### src/bmpsd_pkg.sv
`timescale 1ns / 1ps
// ----------------------------------------------------------------------------
// bmpsd_pkg: shared types and constants of the BMP stream decoder
// Holds the result code set, the decoder phase type, the result record and
// the header constants used by the decoder core and the output buffer.
// ----------------------------------------------------------------------------
package bmpsd_pkg;

	// Header layout: 54 bytes of file and info header, the last at position 53.
	localparam logic [31:0] HDR_LEN  = 32'd54;
	localparam logic [31:0] HDR_LAST = 32'd53;

	// Signature characters and the supported depths.
	localparam logic [7:0]  SIG_B    = 8'h42;
	localparam logic [7:0]  SIG_M    = 8'h4D;
	localparam logic [15:0] DEPTH_24 = 16'd24;
	localparam logic [15:0] DEPTH_32 = 16'd32;

	// Header byte positions that are kept.
	localparam logic [5:0] POS_SIG0   = 6'd0;
	localparam logic [5:0] POS_SIG1   = 6'd1;
	localparam logic [5:0] POS_SIZE   = 6'd2;
	localparam logic [5:0] POS_RSV    = 6'd6;
	localparam logic [5:0] POS_OFFSET = 6'd10;
	localparam logic [5:0] POS_WIDTH  = 6'd18;
	localparam logic [5:0] POS_HEIGHT = 6'd22;
	localparam logic [5:0] POS_DEPTH  = 6'd28;

	typedef enum logic [2:0] {
		ST_PIXEL     = 3'd0,
		ST_HEADER_OK = 3'd1,
		ST_BAD_SIG   = 3'd2,
		ST_RESERVED  = 3'd3,
		ST_DEPTH     = 3'd4,
		ST_EMPTY     = 3'd5
	} status_t;

	typedef enum logic [3:0] {
		PH_HEADER = 4'b0001,
		PH_SKIP   = 4'b0010,
		PH_DATA   = 4'b0100,
		PH_IDLE   = 4'b1000
	} phase_t;

	typedef struct packed {
		status_t     status;
		logic [7:0]  red;
		logic [7:0]  green;
		logic [7:0]  blue;
		logic [31:0] image_width;
		logic [31:0] image_height;
	} result_t;

endpackage

### src/bmpsd_core.sv
`timescale 1ns / 1ps
// ----------------------------------------------------------------------------
// bmpsd_core: header capture, header check and pixel unpacking
// Updates the parse state for each accepted byte and presents the result,
// if the byte causes one, in the same cycle.
// ----------------------------------------------------------------------------
module bmpsd_core (
	input  logic                clk,
	input  logic                arst_n,
	input  logic                accept,
	input  logic [7:0]          byte_value,
	input  logic                end_of_file,
	output logic                res_valid,
	output bmpsd_pkg::result_t  res
);
	import bmpsd_pkg::*;

	phase_t      phase_q, phase_d;
	logic [31:0] pos_q, pos_next;
	logic [31:0] remain_q, remain_d;
	logic        bpp4_q, bpp4_d;
	logic [31:0] row_width_q, row_width_d;
	logic [1:0]  pix_idx_q, pix_idx_d;
	logic [31:0] col_q, col_d, col_inc;
	logic [1:0]  pad_left_q, pad_left_d;
	logic [7:0]  held_blue_q, held_blue_d;
	logic [7:0]  held_green_q, held_green_d;

	// Captured header fields.
	logic [7:0]  sig0_q, sig1_q;
	logic [31:0] size_q, rsv_q, offset_q, width_q, height_q;
	logic [15:0] depth_q;

	logic        pix_last;

	assign pos_next = pos_q + 32'd1;
	assign col_inc  = col_q + 32'd1;
	assign pix_last = bpp4_q ? (pix_idx_q == 2'd3) : (pix_idx_q >= 2'd2);

	always_comb begin
		phase_d      = phase_q;
		remain_d     = remain_q;
		bpp4_d       = bpp4_q;
		row_width_d  = row_width_q;
		pix_idx_d    = pix_idx_q;
		col_d        = col_q;
		pad_left_d   = pad_left_q;
		held_blue_d  = held_blue_q;
		held_green_d = held_green_q;
		res_valid    = 1'b0;
		res          = '0;

		unique case (phase_q)
			PH_HEADER: begin
				if (pos_q == HDR_LAST) begin
					res_valid = 1'b1;
					phase_d   = PH_IDLE;
					if (sig0_q != SIG_B || sig1_q != SIG_M) begin
						res.status = ST_BAD_SIG;
					end else if (rsv_q != 32'd0) begin
						res.status = ST_RESERVED;
					end else if (depth_q != DEPTH_24 && depth_q != DEPTH_32) begin
						res.status = ST_DEPTH;
					end else if (offset_q >= size_q) begin
						res.status = ST_EMPTY;
					end else begin
						res.status       = ST_HEADER_OK;
						res.image_width  = width_q;
						res.image_height = height_q;
						remain_d         = size_q - offset_q;
						bpp4_d           = (depth_q == DEPTH_32);
						row_width_d      = width_q;
						phase_d          = (offset_q <= HDR_LEN) ? PH_DATA : PH_SKIP;
					end
				end else if (pos_q > HDR_LAST) begin
					phase_d = PH_IDLE;
				end
			end
			PH_SKIP: begin
				if (pos_next >= offset_q) begin
					phase_d = PH_DATA;
				end
			end
			PH_DATA: begin
				if (remain_q == 32'd0) begin
					phase_d = PH_IDLE;
				end else begin
					remain_d = remain_q - 32'd1;
					if (pad_left_q != 2'd0) begin
						pad_left_d = pad_left_q - 2'd1;
					end else begin
						unique case (pix_idx_q)
							2'd0: begin
								held_blue_d = byte_value;
							end
							2'd1: begin
								held_green_d = byte_value;
							end
							2'd2: begin
								res_valid  = 1'b1;
								res.status = ST_PIXEL;
								res.red    = byte_value;
								res.green  = held_green_q;
								res.blue   = held_blue_q;
							end
							2'd3: begin
							end
						endcase
						if (pix_last) begin
							pix_idx_d = 2'd0;
							if (col_inc == row_width_q) begin
								col_d = 32'd0;
								// For three bytes a pixel the pad equals width mod 4.
								pad_left_d = bpp4_q ? 2'd0 : row_width_q[1:0];
							end else begin
								col_d = col_inc;
							end
						end else begin
							pix_idx_d = pix_idx_q + 2'd1;
						end
					end
					if (remain_q == 32'd1) begin
						phase_d = PH_IDLE;
					end
				end
			end
			PH_IDLE: begin
			end
			default: begin
				phase_d = PH_IDLE;
			end
		endcase
	end

	always_ff @(posedge clk or negedge arst_n) begin
		if (!arst_n) begin
			phase_q     <= PH_HEADER;
			pos_q       <= '0;
			remain_q    <= '0;
			bpp4_q      <= 1'b0;
			row_width_q <= '0;
			pix_idx_q   <= '0;
			col_q       <= '0;
			pad_left_q  <= '0;
		end else if (accept) begin
			if (end_of_file) begin
				phase_q     <= PH_HEADER;
				pos_q       <= '0;
				remain_q    <= '0;
				bpp4_q      <= 1'b0;
				row_width_q <= '0;
				pix_idx_q   <= '0;
				col_q       <= '0;
				pad_left_q  <= '0;
			end else begin
				phase_q     <= phase_d;
				pos_q       <= pos_next;
				remain_q    <= remain_d;
				bpp4_q      <= bpp4_d;
				row_width_q <= row_width_d;
				pix_idx_q   <= pix_idx_d;
				col_q       <= col_d;
				pad_left_q  <= pad_left_d;
			end
		end
	end

	always_ff @(posedge clk) begin
		if (accept) begin
			held_blue_q  <= held_blue_d;
			held_green_q <= held_green_d;
			if (phase_q == PH_HEADER && pos_q[31:6] == 26'd0) begin
				unique case (pos_q[5:0])
					POS_SIG0:          sig0_q          <= byte_value;
					POS_SIG1:          sig1_q          <= byte_value;
					POS_SIZE:          size_q[7:0]     <= byte_value;
					POS_SIZE + 6'd1:   size_q[15:8]    <= byte_value;
					POS_SIZE + 6'd2:   size_q[23:16]   <= byte_value;
					POS_SIZE + 6'd3:   size_q[31:24]   <= byte_value;
					POS_RSV:           rsv_q[7:0]      <= byte_value;
					POS_RSV + 6'd1:    rsv_q[15:8]     <= byte_value;
					POS_RSV + 6'd2:    rsv_q[23:16]    <= byte_value;
					POS_RSV + 6'd3:    rsv_q[31:24]    <= byte_value;
					POS_OFFSET:        offset_q[7:0]   <= byte_value;
					POS_OFFSET + 6'd1: offset_q[15:8]  <= byte_value;
					POS_OFFSET + 6'd2: offset_q[23:16] <= byte_value;
					POS_OFFSET + 6'd3: offset_q[31:24] <= byte_value;
					POS_WIDTH:         width_q[7:0]    <= byte_value;
					POS_WIDTH + 6'd1:  width_q[15:8]   <= byte_value;
					POS_WIDTH + 6'd2:  width_q[23:16]  <= byte_value;
					POS_WIDTH + 6'd3:  width_q[31:24]  <= byte_value;
					POS_HEIGHT:        height_q[7:0]   <= byte_value;
					POS_HEIGHT + 6'd1: height_q[15:8]  <= byte_value;
					POS_HEIGHT + 6'd2: height_q[23:16] <= byte_value;
					POS_HEIGHT + 6'd3: height_q[31:24] <= byte_value;
					POS_DEPTH:         depth_q[7:0]    <= byte_value;
					POS_DEPTH + 6'd1:  depth_q[15:8]   <= byte_value;
					default: begin
					end
				endcase
			end
		end
	end

endmodule

### src/bmpsd_skid.sv
`timescale 1ns / 1ps
// ----------------------------------------------------------------------------
// bmpsd_skid: two-entry result buffer
// An output register backed by one skid entry, so the input side keeps
// flowing after the output side stalls until a second result is queued.
// ----------------------------------------------------------------------------
module bmpsd_skid (
	input  logic                clk,
	input  logic                arst_n,
	input  logic                push,
	input  bmpsd_pkg::result_t  push_data,
	output logic                room,
	output logic                out_valid,
	input  logic                out_ready,
	output bmpsd_pkg::result_t  out_data
);
	import bmpsd_pkg::*;

	logic    out_valid_q, skid_valid_q;
	result_t out_q, skid_q;
	logic    pop;

	assign pop       = out_valid_q && out_ready;
	assign room      = !skid_valid_q;
	assign out_valid = out_valid_q;
	assign out_data  = out_q;

	always_ff @(posedge clk or negedge arst_n) begin
		if (!arst_n) begin
			out_valid_q  <= 1'b0;
			skid_valid_q <= 1'b0;
		end else if (skid_valid_q) begin
			if (pop) begin
				skid_valid_q <= 1'b0;
			end
		end else if (push) begin
			if (out_valid_q && !pop) begin
				skid_valid_q <= 1'b1;
			end else begin
				out_valid_q <= 1'b1;
			end
		end else if (pop) begin
			out_valid_q <= 1'b0;
		end
	end

	always_ff @(posedge clk) begin
		if (skid_valid_q) begin
			if (pop) begin
				out_q <= skid_q;
			end
		end else if (push) begin
			if (out_valid_q && !pop) begin
				skid_q <= push_data;
			end else begin
				out_q <= push_data;
			end
		end
	end

endmodule

### src/bmp_stream_decoder.sv
`timescale 1ns / 1ps
// ----------------------------------------------------------------------------
// bmp_stream_decoder: streaming decoder for 24- and 32-bit BMP files
// Takes a file one byte per word, checks the 54-byte header, skips to the
// pixel data, emits a header result and one red/green/blue triple per pixel.
// ----------------------------------------------------------------------------
//
// Channel  Direction  Word contents
// s_*      in         tdata[7:0] byte_value, tlast end_of_file
// m_*      out        tuser[2:0] status, tdata red, green, blue, width, height
//
// The parse state is updated at the edge that accepts each word, and any
// result goes into the output register, or into the one skid entry behind
// it if that register holds a stalled result. A new word can be accepted in
// every cycle while that entry is free; s_tready drops only while it is
// occupied, i.e. while a stalled result has a second one queued behind it.
// Reset (arst_n low) returns the decoder to the start of a header and empties
// the output buffer. A word with tlast high is processed normally and then
// restarts header parsing for the next file.
//
module bmp_stream_decoder (
	input  logic        clk,
	input  logic        arst_n,
	// Input byte stream.
	input  logic        s_tvalid,
	output logic        s_tready,
	input  logic [7:0]  s_tdata,   // [7:0] byte_value
	input  logic        s_tlast,   // end_of_file
	// Result stream.
	output logic        m_tvalid,
	input  logic        m_tready,
	// [7:0] red, [15:8] green, [23:16] blue, [55:24] image_width,
	// [87:56] image_height
	output logic [87:0] m_tdata,
	output logic [2:0]  m_tuser    // [2:0] status
);
	import bmpsd_pkg::*;

	logic    accept;
	logic    res_valid;
	result_t res;
	result_t out_res;
	logic    room;

	// A word is taken whenever the skid entry is free.
	assign s_tready = room;
	assign accept   = s_tvalid && room;

	// The parse state machine: header capture and check, offset skip and
	// pixel unpacking with row padding.
	bmpsd_core u_core (
		.clk         (clk),
		.arst_n      (arst_n),
		.accept      (accept),
		.byte_value  (s_tdata),
		.end_of_file (s_tlast),
		.res_valid   (res_valid),
		.res         (res)
	);

	// The output register and its skid entry decouple the two sides.
	bmpsd_skid u_skid (
		.clk       (clk),
		.arst_n    (arst_n),
		.push      (accept && res_valid),
		.push_data (res),
		.room      (room),
		.out_valid (m_tvalid),
		.out_ready (m_tready),
		.out_data  (out_res)
	);

	// The word layout places the colour bytes lowest and the header
	// dimensions above them; the result kind travels on tuser.
	assign m_tdata = {out_res.image_height, out_res.image_width,
		out_res.blue, out_res.green, out_res.red};
	assign m_tuser = out_res.status;

endmodule
### config.mk
export PLATFORM = sky130hd
export DESIGN_NAME = bmp_stream_decoder
export DESIGN_NICKNAME = d
export VERILOG_FILES = /design/src/bmpsd_pkg.sv /design/src/bmpsd_core.sv /design/src/bmpsd_skid.sv /design/src/bmp_stream_decoder.sv
export SDC_FILE = /design/constraint.sdc
export NUM_CORES = 1
export LEC_CHECK = 0
export ABC_AREA = 1
export BUFFER_PORTS_ARGS = -buffer_cell sky130_fd_sc_hd__buf_2
export CAP_MARGIN = 20
export CORE_MARGIN = 5
export CORE_UTILIZATION = 51
export CTS_CLUSTER_DIAMETER = 200
export DETAILED_ROUTE_END_ITERATION = 16
export PLACE_DENSITY_LB_ADDON = 0.12
export SETUP_SLACK_MARGIN = 0.02
export SYNTH_ARGS = -nofsm -noshare
export SYNTH_HDL_FRONTEND = slang
export SYNTH_SLANG_ARGS = --single-unit
### constraint.sdc
create_clock -name clk -period 8.2 [get_ports clk]
set_input_delay 0.82 -clock clk [delete_from_list [all_inputs] [get_ports clk]]
set_output_delay 0.82 -clock clk [all_outputs]
set_load 0.03 [all_outputs]
==> metrics.log, run 1 <==
[metrics] register bit count reported by yosys: 529
[metrics] fmax: 0.226 GHz
[metrics] via count of the first global-routing pass: 19300
[metrics] largest net degree at the start of global routing: 89
[metrics] post-CTS resize count: 0
[metrics] layout net count: 3117
[metrics] switching power share of the total: 0.243
[metrics] number of vias per cell: roughly 5.4
[metrics] Detailed Place HPWL: 49.0 mm
[metrics] CTS clk-pin slew, worst paths: around 0.06 ns
[metrics] Clock Sinks: between 500 and 600
[metrics] antenna violations before repair: 0
[metrics] post-synthesis instance area: 0.0265 sq mm
[metrics] number of violations of the max-capacitance limit: 0
[metrics] Sequential Power Share: 0.493
[metrics] Port Buffer Count: 105
[metrics] total number of H-tree levels: 2
[metrics] arrival time worst endpoint: approximately 4.7 ns
[metrics] maximum count of clock buffers along a single path: 3
[metrics] clock insertion delay at the later pin of the skew report: 0.65 ns
[metrics] R2R setup slack: roughly 3.8 ns
[metrics] height of the chip: between 200 and 250 um
[metrics] Root Driver: clkbuf_16
[metrics] Leakage Power: around 13 nW
[metrics] clock network fraction of design power: 0.436
[metrics] Post-Syn Instances: 2907
[metrics] DRC marker count from the first detailed-route iteration: 1627
[metrics] data required time at the worst endpoint: 8.43 ns
[metrics] top cells by area, synth: edfxtp_1 44%, dfrtp_1 13%, nand2_1 11%
[metrics] all-layer global routing usage: 0.242
[metrics] part of the total power dissipated in combinational logic: 0.071
[metrics] final hold violation count: 0
[metrics] # DRC: 0
[metrics] mean instance size in the synthesized netlist: 9.12 sq um
[metrics] remaining max-slew budget at the tightest pin: 0.239
[metrics] fraction of synthesis flops using an asynchronous set or reset pin: 0.263
[metrics] number of iterations in the first detailed-routing pass: 6
[metrics] Int Pwr: between 4 and 5 mW
[metrics] class of the tightest hold or removal check: input pin to async pin
[metrics] total of endpoints with negative setup slack in the final report: 0
[metrics] Setup Skew: 0.0576 ns
[metrics] routed wire length: ~70 mm
[metrics] row count: 83
[metrics] routed vias: 20200
[metrics] global-route wire length before repair: 108 mm
[metrics] Worst VDD drop: 0.189 mV
[metrics] minimum period implied by the final worst setup slack: around 4.4 ns
[metrics] EDFF count, synth: 390
[metrics] Top-Level Pins: ~110
[metrics] summed negative setup slack over all endpoints: 0 ns
[metrics] final slew viol count: 0
[metrics] starting density of the core: 0.516
[metrics] CTS tree: built
[metrics] setup repair after global routing missed its margin: no
[metrics] overall power of the completed layout: 6.02 mW
[metrics] largest area contributor in the netlist: edfxtp_1
[metrics] kind of start point of the critical path: flop
[metrics] number of clock buffers inserted by TritonCTS: between 50 and 60
[metrics] Distinct cells, synth: 60
[metrics] NetSw: 1.46 mW
[metrics] total grt overflow: 0
[metrics] capturing element type of the critical path: flop
[metrics] ratio of final minimum period to clock period: 0.540
[metrics] utilization after layout: 0.578
[metrics] actual slew at the worst max-slew pin: 1.13 ns
[metrics] post-CTS setup buffers: 0
[metrics] average wire per cell in the routed design: 18.6 um
[metrics] PwrDens: 203 mW/mm^2
[metrics] most instantiated cells after synthesis: 798 x nand2_1, 390 x edfxtp_1, 369 x inv_1
[metrics] area enclosed by the die boundary: 0.0566 sq mm
[metrics] run status: finished, final reports clean
[metrics] startpoint-to-endpoint class of the critical path: flop to flop
[metrics] most instantiated flip-flop cell in the synthesis netlist: edfxtp_1
[metrics] most numerous cell in the Yosys netlist: nand2_1
[metrics] fraction of synthesized cell area taken by the top area cell type: 0.442
[metrics] layout cells sized above 1: 0.0953
[metrics] antenna cells: 0
[metrics] die outline width: 238 um
[metrics] register area share after synthesis: 0.573
[metrics] area of the core: 0.0514 sq mm
[metrics] residual antenna-violating net count after detailed routing: 0
[metrics] Area growth, synth to finish: 12.1%
[metrics] CP max FO: 86
[metrics] quantity of hold-fixing buffers added after cts: 0
[metrics] gpl congestion: 0.920
[metrics] Post-Synthesis Net Count: 2998
[metrics] YS warnings: 0
==> state kept, by name (all words and copies together) (netlist names), 4 cells and up <==
name,count
u_skid.out_data,91
u_core.row_width_q,32
u_skid.skid_q,91
u_core.held_blue_q,8
u_core.depth_q,16
u_core.held_green_q,8
u_core.size_q,32
u_core.sig0_q,8
u_core.phase_q,4
u_core.width_q,32
u_core.offset_q,32
u_core.height_q,32
u_core.remain_q,32
u_core.rsv_q,32
u_core.sig1_q,8
u_core.col_q,32
u_core.pos_q,32
==> worst max-delay path: stages, from the launching register on <==
cell	delay, ns
dfrtp_1	0.77
inv_4	0.81
nand2_1	0.65
nor4_1	0.73
nand2_1	0.35
nor2_1	0.67
==> stage by stage <==
step / hold WS [ns] / setup slack (ns) / instances / instance area, sq um
after CTS: 0.284 / 3.63 / 3749 / 29700
final: 0.256 / 3.77 / 3753 / 29700
after global routing: 0.319 / 3.39 / 3753 / 29700
after floorplan: 0.442 / 1.62 / 2907 / 26500
after global placement: 0.462 / 3.65 / 3640 / 27700
after detailed placement: 0.471 / 3.63 / 3643 / 27700
==> logic make-up after synthesis <==
kind of cell / after synthesis / share of synthesized area
xor gates and xnor gates: 44 / 0.0156
adders and majority gates: 78 / 0.0371
buffers and inverters: 454 / 0.0671
and+or+nand+nor: 1459 / 0.234
DFF: 529 / 0.573
muxes: 2 / 0.000850
AOI/OAI and AO/OA: 341 / 0.0721
==> power groups by stage <==
| stage | clock network (mW) | logic (mW) | registers (mW) |
|---|---|---|---|
| finish | 2.62 | 0.427 | 2.97 |
| global route | 2.79 | 0.479 | 2.97 |
| CTS | 2.68 | 0.423 | 2.97 |
| detailed placement | 0 | 0.420 | 3.02 |
| global placement | 0 | 0.413 | 3.02 |
| floorplan | 0 | 0.281 | 3.01 |
==> metal layers <==
metal | GRT usage | wire, um | share of wire
met3 | 0.0327 | 4260 | 0.061
met4 | 0.0565 | 1650 | 0.024
met2 | 0.405 | 33600 | 0.48
met1 | 0.341 | 30300 | 0.43
met5 | 0 | 0 | 0
==> path summary, 6_finish.rpt <==
check                                     from             endpoint  depth (start not counted)
max in group asynchronous               arst_n  u_core.pix_idx_q[0]                          2
hold / removal                          arst_n     u_core.col_q[19]                          1
setup / recovery           u_skid.skid_valid_q    u_core.size_q[28]                          5
hold reg to reg                  u_core.bpp4_q        u_core.bpp4_q                          2
min in group clk                 u_core.bpp4_q        u_core.bpp4_q                          2
setup reg to reg           u_skid.skid_valid_q    u_core.size_q[28]                          5
==> cells in the final DEF, fill, tap and decap left out, types with 6 or more instances in the layout <==
| cell | netlist | layout |
|---|---|---|
| bufinv_16 | 0 | 6 |
| nand2_1 | 798 | 798 |
| xor2_1 | 34 | 34 |
| nand4_1 | 52 | 52 |
| clkbuf_1 | 37 | 13 |
| clkbuf_16 | 0 | 57 |
| o22ai_1 | 24 | 24 |
| dfrtp_1 | 138 | 138 |
| xnor2_1 | 8 | 8 |
| buf_2 | 12 | 105 |
| nor4_1 | 19 | 19 |
| nand3_1 | 141 | 141 |
| inv_2 | 14 | 14 |
| nor3_1 | 34 | 34 |
| nand2_2 | 11 | 11 |
| a21oi_1 | 155 | 154 |
| inv_1 | 369 | 367 |
| edfxtp_1 | 390 | 390 |
| nor2_1 | 349 | 348 |
| o21ai_2 | 22 | 22 |
| nor2_2 | 6 | 6 |
| clkinv_1 | 9 | 18 |
| ha_1 | 77 | 77 |
| buf_4 | 5 | 10 |
| nand3b_1 | 17 | 17 |
| nor2_4 | 8 | 9 |
| and2_1 | 6 | 6 |
| clkinv_2 | 0 | 8 |
| o21ai_0 | 109 | 109 |
==> final cells by class <==
cell class | instances | area (sq um)
well taps | 680 | 851
flip-flops and latches | 529 | 15200
fillers | 4521 | 21700
clock inverters | 31 | 390
repair buffers | 122 | 712
inverters | 392 | 1480
clock buffers | 75 | 1540
multi-input cells | 1924 | 9550
No activity file was read; power rests on OpenSTA's default activity.
==> inputs of run 2 (changes only) <==
==> constraint.sdc (replaced) <==
create_clock -name clk -period 4 [get_ports clk]
set_input_delay 0.4 -clock clk [delete_from_list [all_inputs] [get_ports clk]]
set_output_delay 0.4 -clock clk [all_outputs]
set_load 0.03 [all_outputs]
==> run 2 against run 1 <==
  * Maximum frequency grew 20%
  * Critical path depth grew 20
  * Non-clock buffer count grew 20
  * Critical endpoint is now u_core.phase_q[2]
  * Largest cell class unchanged
==> metrics.log, run 2 (synthesis gave the netlist of run 1 again) <==
[metrics] gpl congestion: roughly 0.94
[metrics] CTS tree: built
[metrics] highest-count cells in the layout ignoring fill and taps: 797 x nand2_1, 390 x edfxtp_1, 367 x inv_1, 347 x nor2_1, 154 x a21oi_1
[metrics] R2R setup slack: 0.31 ns
[metrics] post-CTS setup buffers: 0
[metrics] Setup Skew: 0.0434 ns
[metrics] Int Pwr: 9.32 mW
[metrics] clock insertion delay at the later pin of the skew report: 0.63 ns
[metrics] number of clock buffers inserted by TritonCTS: 57
[metrics] top layer reached by signal wires: met4
[metrics] largest net degree at the start of global routing: 105
[metrics] data required time at the worst endpoint: around 4.6 ns
[metrics] class of the tightest hold or removal check: input pin to flop
[metrics] residual antenna-violating net count after detailed routing: 0
[metrics] total of endpoints with negative setup slack in the final report: 0
[metrics] arrival time worst endpoint: roughly 4.3 ns
[metrics] layout net count: between 3000 and 4000
[metrics] Detail Route met3 WL: 4.15 mm
[metrics] fmax: between 0.2 and 0.3 GHz
[metrics] number of vias per cell: 5.40
[metrics] CP max FO: 7
[metrics] remaining max-slew budget at the tightest pin: 0.308
[metrics] part of the total power dissipated in combinational logic: 0.072
[metrics] CTS clk-pin slew, worst paths: 0.06 ns
[metrics] area enclosed by the die boundary: 0.0566 sq mm
[metrics] number of violations of the max-capacitance limit: 0
[metrics] global-route wire length before repair: around 110 mm
[metrics] Port Buffer Count: around 110
[metrics] total number of H-tree levels: 2
[metrics] commonest non-fill, non-tap cell in the layout: nand2_1
[metrics] total grt overflow: 0
[metrics] area of the core: between 0.05 and 0.06 sq mm
[metrics] Routed met1 length: 31.4 mm
[metrics] capturing element type of the critical path: flop
[metrics] routed wire length: a little over 70 mm
[metrics] instance area at placement: 0.0279 sq mm
[metrics] maximum count of clock buffers along a single path: 3
[metrics] layout cells sized above 1: 0.104
[metrics] clock network fraction of design power: 0.434
[metrics] antenna cells: 0
[metrics] actual slew at the worst max-slew pin: 1.04 ns
[metrics] minimum period implied by the final worst setup slack: 3.69 ns
[metrics] Top-Level Pins: between 100 and 150
[metrics] antenna violations before repair: 0
[metrics] setup repair after global routing missed its margin: no
[metrics] Area growth, synth to finish: 12.7%
[metrics] die outline width: roughly 240 um
[metrics] row count: a little over 80
[metrics] Root Driver: clkbuf_16
[metrics] DRC marker count from the first detailed-route iteration: 1685
[metrics] via count of the first global-routing pass: 19900
[metrics] number of iterations in the first detailed-routing pass: 5
[metrics] final hold violation count: 0
[metrics] Leakage Power: 13.4 nW
[metrics] worst hold slack: ~0.063 ns
[metrics] Sequential Power Share: 0.495
[metrics] startpoint-to-endpoint class of the critical path: flop to flop
[metrics] PwrDens: approximately 400 mW/mm^2
[metrics] final slew viol count: 0
[metrics] starting density of the core: 0.516
[metrics] Clock Sinks: 529
[metrics] ratio of final minimum period to clock period: 0.923
[metrics] Design Area, Final: between 0.02 and 0.03 sq mm
[metrics] summed negative setup slack over all endpoints: 0 ns
[metrics] kind of start point of the critical path: flop
[metrics] routed vias: 20400
[metrics] # DRC: 0
[metrics] Met2 Routed Length: between 30 and 40 mm
[metrics] Detailed Place HPWL: slightly above 50 mm
[metrics] NetSw: 3.00 mW
[metrics] switching power share of the total: 0.243
[metrics] run status: finished, final reports clean
[metrics] height of the chip: 238 um
[metrics] average wire per cell in the routed design: between 15 and 20 um
[metrics] Worst VDD drop: 0.386 mV
[metrics] all-layer global routing usage: 0.248
## run 2: cell types whose count changed in the layout (fill, tap and decap cells not counted), moves of 3 or more
cell,delta
clkbuf_8,-5
clkinv_1,-3
buf_12,+4
buf_4,+21
clkinv_2,+7
clkinvlp_4,+3
## run 2: final timing paths
| check | end | depth (start not counted) | startpoint |
|---|---|---|---|
| worst min register to register | u_core.bpp4_q | 2 | u_core.bpp4_q |
| min in group asynchronous | u_core.col_q[19] | 2 | arst_n |
| worst max register to register | u_core.phase_q[2] | 25 | u_core.pos_q[1] |
| max in group asynchronous | u_core.remain_q[6] | 3 | arst_n |
| worst min-delay path | u_skid.skid_valid_q | 4 | m_tready |
| worst max-delay path | u_core.phase_q[2] | 25 | u_core.pos_q[1] |
## run 2: power by group through the flow
| stage | clock network [mW] | registers [mW] | logic [mW] |
|---|---|---|---|
| finish | 5.34 | 6.09 | 0.882 |
| global route | 5.68 | 6.10 | 0.988 |
| CTS | 5.44 | 6.08 | 0.877 |
| detailed placement | 0 | 6.19 | 0.870 |
| global placement | 0 | 6.19 | 0.854 |
| floorplan | 0 | 6.17 | 0.577 |
## run 2: worst max-delay path: stages (launching register included)
cell     delay (ns)
dfrtp_1        0.41
ha_2           0.25
inv_1          0.06
nor2_2         0.19
nand2_1        0.16
nor2_1         0.16
nand3_1        0.11
nor2_1         0.19
nand4_1        0.14
inv_1          0.13
nand3_1        0.13
nor2_1         0.12
nand2_1        0.06
nand2_1        0.09
inv_1          0.05
ha_1           0.26
nand4_1        0.09
inv_1          0.08
nand2_1        0.10
nor4_4         0.19
nand4_1        0.11
nand4_1        0.13
nand2_1        0.15
inv_1          0.10
o21ai_0        0.09
nand2_1        0.07
## run 2: what timing repair did
item	CTS	global route
endpoints found under the hold margin	86	0
resized for setup	0	7
setup endpoints to repair	0	4
hold buffers	1	0
## run 2: area by class of cell
type / instances / area, sq um
flip-flops and latches: 529 / 15200
clock inverters: 38 / 429
inverters: 392 / 1480
repair buffers: 142 / 870
clock buffers: 69 / 1470
multi-input cells: 1924 / 9580
well taps: 680 / 851
fillers: 4551 / 21500
## run 2: per-layer routing
layer,up-vias,track usage
met1,9755,0.339
met2,590,0.403
met3,142,0.0394
met4,0,0.0974
met5,-,0
li1,9897,-
## run 2: through the flow
step,util,std cells,worst slack [ns],power (mW)
after floorplan,-,2907,0.169,6.74
after global placement,0.543,3665,0.308,7.04
after detailed placement,0.543,3665,0.193,7.06
after CTS,0.580,3773,0.164,12.4
after global routing,0.581,3774,0.00809,12.8
final,0.581,3774,0.306,12.3
==> inputs of run 3 (changes only) <==
--- a/config.mk
+++ b/config.mk
@@ -9,10 +9,12 @@
 export BUFFER_PORTS_ARGS = -buffer_cell sky130_fd_sc_hd__buf_2
 export CAP_MARGIN = 20
 export CORE_MARGIN = 5
-export CORE_UTILIZATION = 51
+export CORE_UTILIZATION = 56
+export CTS_BUF_LIST = sky130_fd_sc_hd__clkbuf_4 sky130_fd_sc_hd__clkbuf_8 sky130_fd_sc_hd__clkbuf_16
 export CTS_CLUSTER_DIAMETER = 200
 export DETAILED_ROUTE_END_ITERATION = 16
 export PLACE_DENSITY_LB_ADDON = 0.12
+export REMOVE_ABC_BUFFERS = 1
 export SETUP_SLACK_MARGIN = 0.02
 export SYNTH_ARGS = -nofsm -noshare
 export SYNTH_HDL_FRONTEND = slang
==> run 3 against run 2 <==
  * Power down 0.57%
  * Sequential cell count unchanged
  * Worst hold slack worse by 0.010 ns
  * Clock skew down 0.022 ns
  * Non-clock buffer count up 3
  * Sequential power about the same
  * Sequential share of layout area up 0.13 points
  * Clock-buffer cell count down 2
  * First-iteration DRC count up 0.89%
  * Worst setup slack better by 0.057 ns
  * Global-route usage up 2.1 points
  * Largest power group unchanged
==> metrics.log, run 3 (synthesis gave the netlist of run 1 again) <==
[metrics] data required time at the worst endpoint: 4.51 ns
[metrics] buffering stage count on the worst path with inverters included: 4
[metrics] NetSw: 3.01 mW
[metrics] Int Pwr: 9.23 mW
[metrics] Port Buffer Count: 105
[metrics] antenna violations before repair: 0
[metrics] Leakage Power: 13.4 nW
[metrics] largest net degree at the start of global routing: 92
[metrics] commonest non-fill, non-tap cell in the layout: nand2_1
[metrics] kind of start point of the critical path: flop
[metrics] worst slack, placed: roughly 0.24 ns
[metrics] slowest cell on the critical path: dfrtp_1
[metrics] number of iterations in the first detailed-routing pass: 5
[metrics] total grt overflow: 0
[metrics] Top-Level Pins: 106
[metrics] Detail Route met3 WL: around 4.2 mm
[metrics] number of violations of the max-capacitance limit: 0
[metrics] dpl cells: 3596
[metrics] Most Frequent Cell on Critical Path: inv_1
[metrics] height of the chip: 228 um
[metrics] highest-count cells in the layout ignoring fill and taps: 797 x nand2_1, 390 x edfxtp_1, 367 x inv_1, 346 x nor2_1, 154 x a21oi_1
[metrics] minimum period implied by the final worst setup slack: roughly 3.6 ns
[metrics] capturing element type of the critical path: flop
[metrics] Largest delay share family, worst path: simple AND/OR/NAND/NOR gates
[metrics] Routed met1 length: 30.5 mm
[metrics] layout net count: about 3100
[metrics] clock network fraction of design power: 0.430
[metrics] ratio of final minimum period to clock period: 0.909
[metrics] filler instances: 3887
[metrics] Setup Skew: roughly 0.022 ns
[metrics] fmax: 0.275 GHz
[metrics] area enclosed by the die boundary: approximately 0.052 sq mm
[metrics] routed vias: about 20000
[metrics] Critical Path Max Stage Delay: 0.46 ns
[metrics] maximum count of clock buffers along a single path: 3
[metrics] arrival time worst endpoint: 4.14 ns
[metrics] run status: finished, final reports clean
[metrics] total number of H-tree levels: 2
[metrics] # DRC: 0
[metrics] startpoint-to-endpoint class of the critical path: flop to flop
[metrics] clock insertion delay at the later pin of the skew report: 0.63 ns
[metrics] Worst VDD drop: 0.538 mV
[metrics] CTS tree: built
[metrics] final hold violation count: 0
[metrics] CP max FO: 7
[metrics] layout cells sized above 1: 0.108
[metrics] cell chain of the critical path: nand3_1 -> inv_1 -> nand3_1 -> nor2_1 -> inv_1 -> nor2_1 -> nand2_2 -> nor2_1 -> nand2_1 -> nor3_2 -> xor2_1 -> inv_1 -> ha_1 -> a21oi_1 -> o21ai_0 -> a21oi_1 -> o21a_1 -> nand4_1 -> nand2_1 -> inv_1 -> o21ai_0 -> nand2_1
[metrics] area of the core: about 0.047 sq mm
[metrics] Clock Sinks: 529
[metrics] total of endpoints with negative setup slack in the final report: 0
[metrics] residual antenna-violating net count after detailed routing: 0
[metrics] setup ws final: 0.364 ns
[metrics] Detailed Place HPWL: 49.5 mm
[metrics] Met2 Routed Length: between 30 and 40 mm
[metrics] starting density of the core: 0.568
[metrics] antenna cells: 0
[metrics] actual slew at the worst max-slew pin: 0.915 ns
[metrics] class of the tightest hold or removal check: input pin to flop
[metrics] average wire per cell in the routed design: 19.1 um
[metrics] routed wire length: 70.7 mm
[metrics] filler-free cell count of the finished design: 3702
[metrics] Root Driver: clkbuf_16
[metrics] die outline width: 228 um
[metrics] number of clock buffers inserted by TritonCTS: 56
[metrics] remaining max-slew budget at the tightest pin: 0.389
[metrics] PwrDens: 411 mW/mm^2
[metrics] row count: 79
[metrics] global-route wire length before repair: 108 mm
[metrics] top layer reached by signal wires: met4
[metrics] all-layer global routing usage: 0.270
[metrics] CTS clk-pin slew, worst paths: 0.06 ns
[metrics] Area growth, synth to finish: 12.4%
[metrics] part of the total power dissipated in combinational logic: 0.072
[metrics] gpl congestion: 0.963
[metrics] switching power share of the total: 0.246
[metrics] Sequential Power Share: 0.497
[metrics] number of vias per cell: roughly 5.5
[metrics] via count of the first global-routing pass: 19500
[metrics] setup repair after global routing missed its margin: no
[metrics] DRC marker count from the first detailed-route iteration: 1700
[metrics] final slew viol count: 0
run 3: worst reg2reg max path, delay by kind of cell, from the launching register on:
family	cells	cell delay, ns
AOI/OAI and AO/OA	5	0.68
DFF	1	0.46
xor gates and xnor gates	1	0.20
adders and majority gates	1	0.30
buffers and inverters	4	0.34
and+or+nand+nor	11	1.54
run 3: final cells by class:
class	count	area (sq um)	share of cell area
Clock inverter	38	385	0.0129
Timing Repair Buffer	145	892	0.0300
Inverter	392	1480	0.0495
Clock buffer	67	1490	0.0500
Multi-Input combinational cell	1924	9590	0.322
Tap cell	607	759	0.0255
Sequential cell	529	15200	0.510
run 3: metrics by stage:
stage / area, sq um / util / hold WS [ns] / setup TNS [ns] / power, mW
6_report: 29800 / 0.638 / 0.0522 / 0 / 12.2
3_5_place_dp: 27900 / 0.597 / 0.464 / 0 / 7.07
3_3_place_gp: 27800 / 0.597 / 0.458 / 0 / 7.04
5_1_grt: 29800 / 0.638 / 0.0639 / 0 / 12.7
2_1_floorplan: 26200 / - / 0.104 / -1179.31 / 6.72
4_1_cts: 29700 / 0.638 / 0.0170 / 0 / 12.3
run 3: metal layers:
metal | track usage | vias up
met2 | 0.449 | 616
met3 | 0.0418 | 122
li1 | - | 9890
met5 | 0 | -
met1 | 0.370 | 9736
met4 | 0.0820 | 0
run 3: final timing paths:
path	startpoint	endpoint	slack (ns)	depth (start not counted)
max	u_core.pos_q[2]	u_core.phase_q[2]	0.36	22
min	m_tready	u_skid.skid_valid_q	0.05	4
max reg2reg	u_core.pos_q[2]	u_core.phase_q[2]	0.36	22
min reg2reg	u_core.bpp4_q	u_core.bpp4_q	0.48	2
max in group asynchronous	arst_n	u_core.remain_q[15]	2.70	3
min in group asynchronous	arst_n	u_core.col_q[17]	0.37	2
run 3: repair_timing:
| action | in CTS | in global routing |
|---|---|---|
| endpoints found under the setup margin | 0 | 4 |
| hold buffers | 1 | 0 |
| buffers inserted | 0 | 0 |
| gates resized for setup | 0 | 8 |
| endpoints found under the hold margin | 64 | 0 |
run 3: power groups by stage:
stage | clock (mW) | sequential (mW) | combinational [mW]
final | 5.27 | 6.09 | 0.886
after global routing | 5.59 | 6.10 | 0.989
after CTS | 5.36 | 6.09 | 0.884
after detailed placement | 0 | 6.20 | 0.878
after global placement | 0 | 6.19 | 0.850
after floorplan | 0 | 6.17 | 0.554
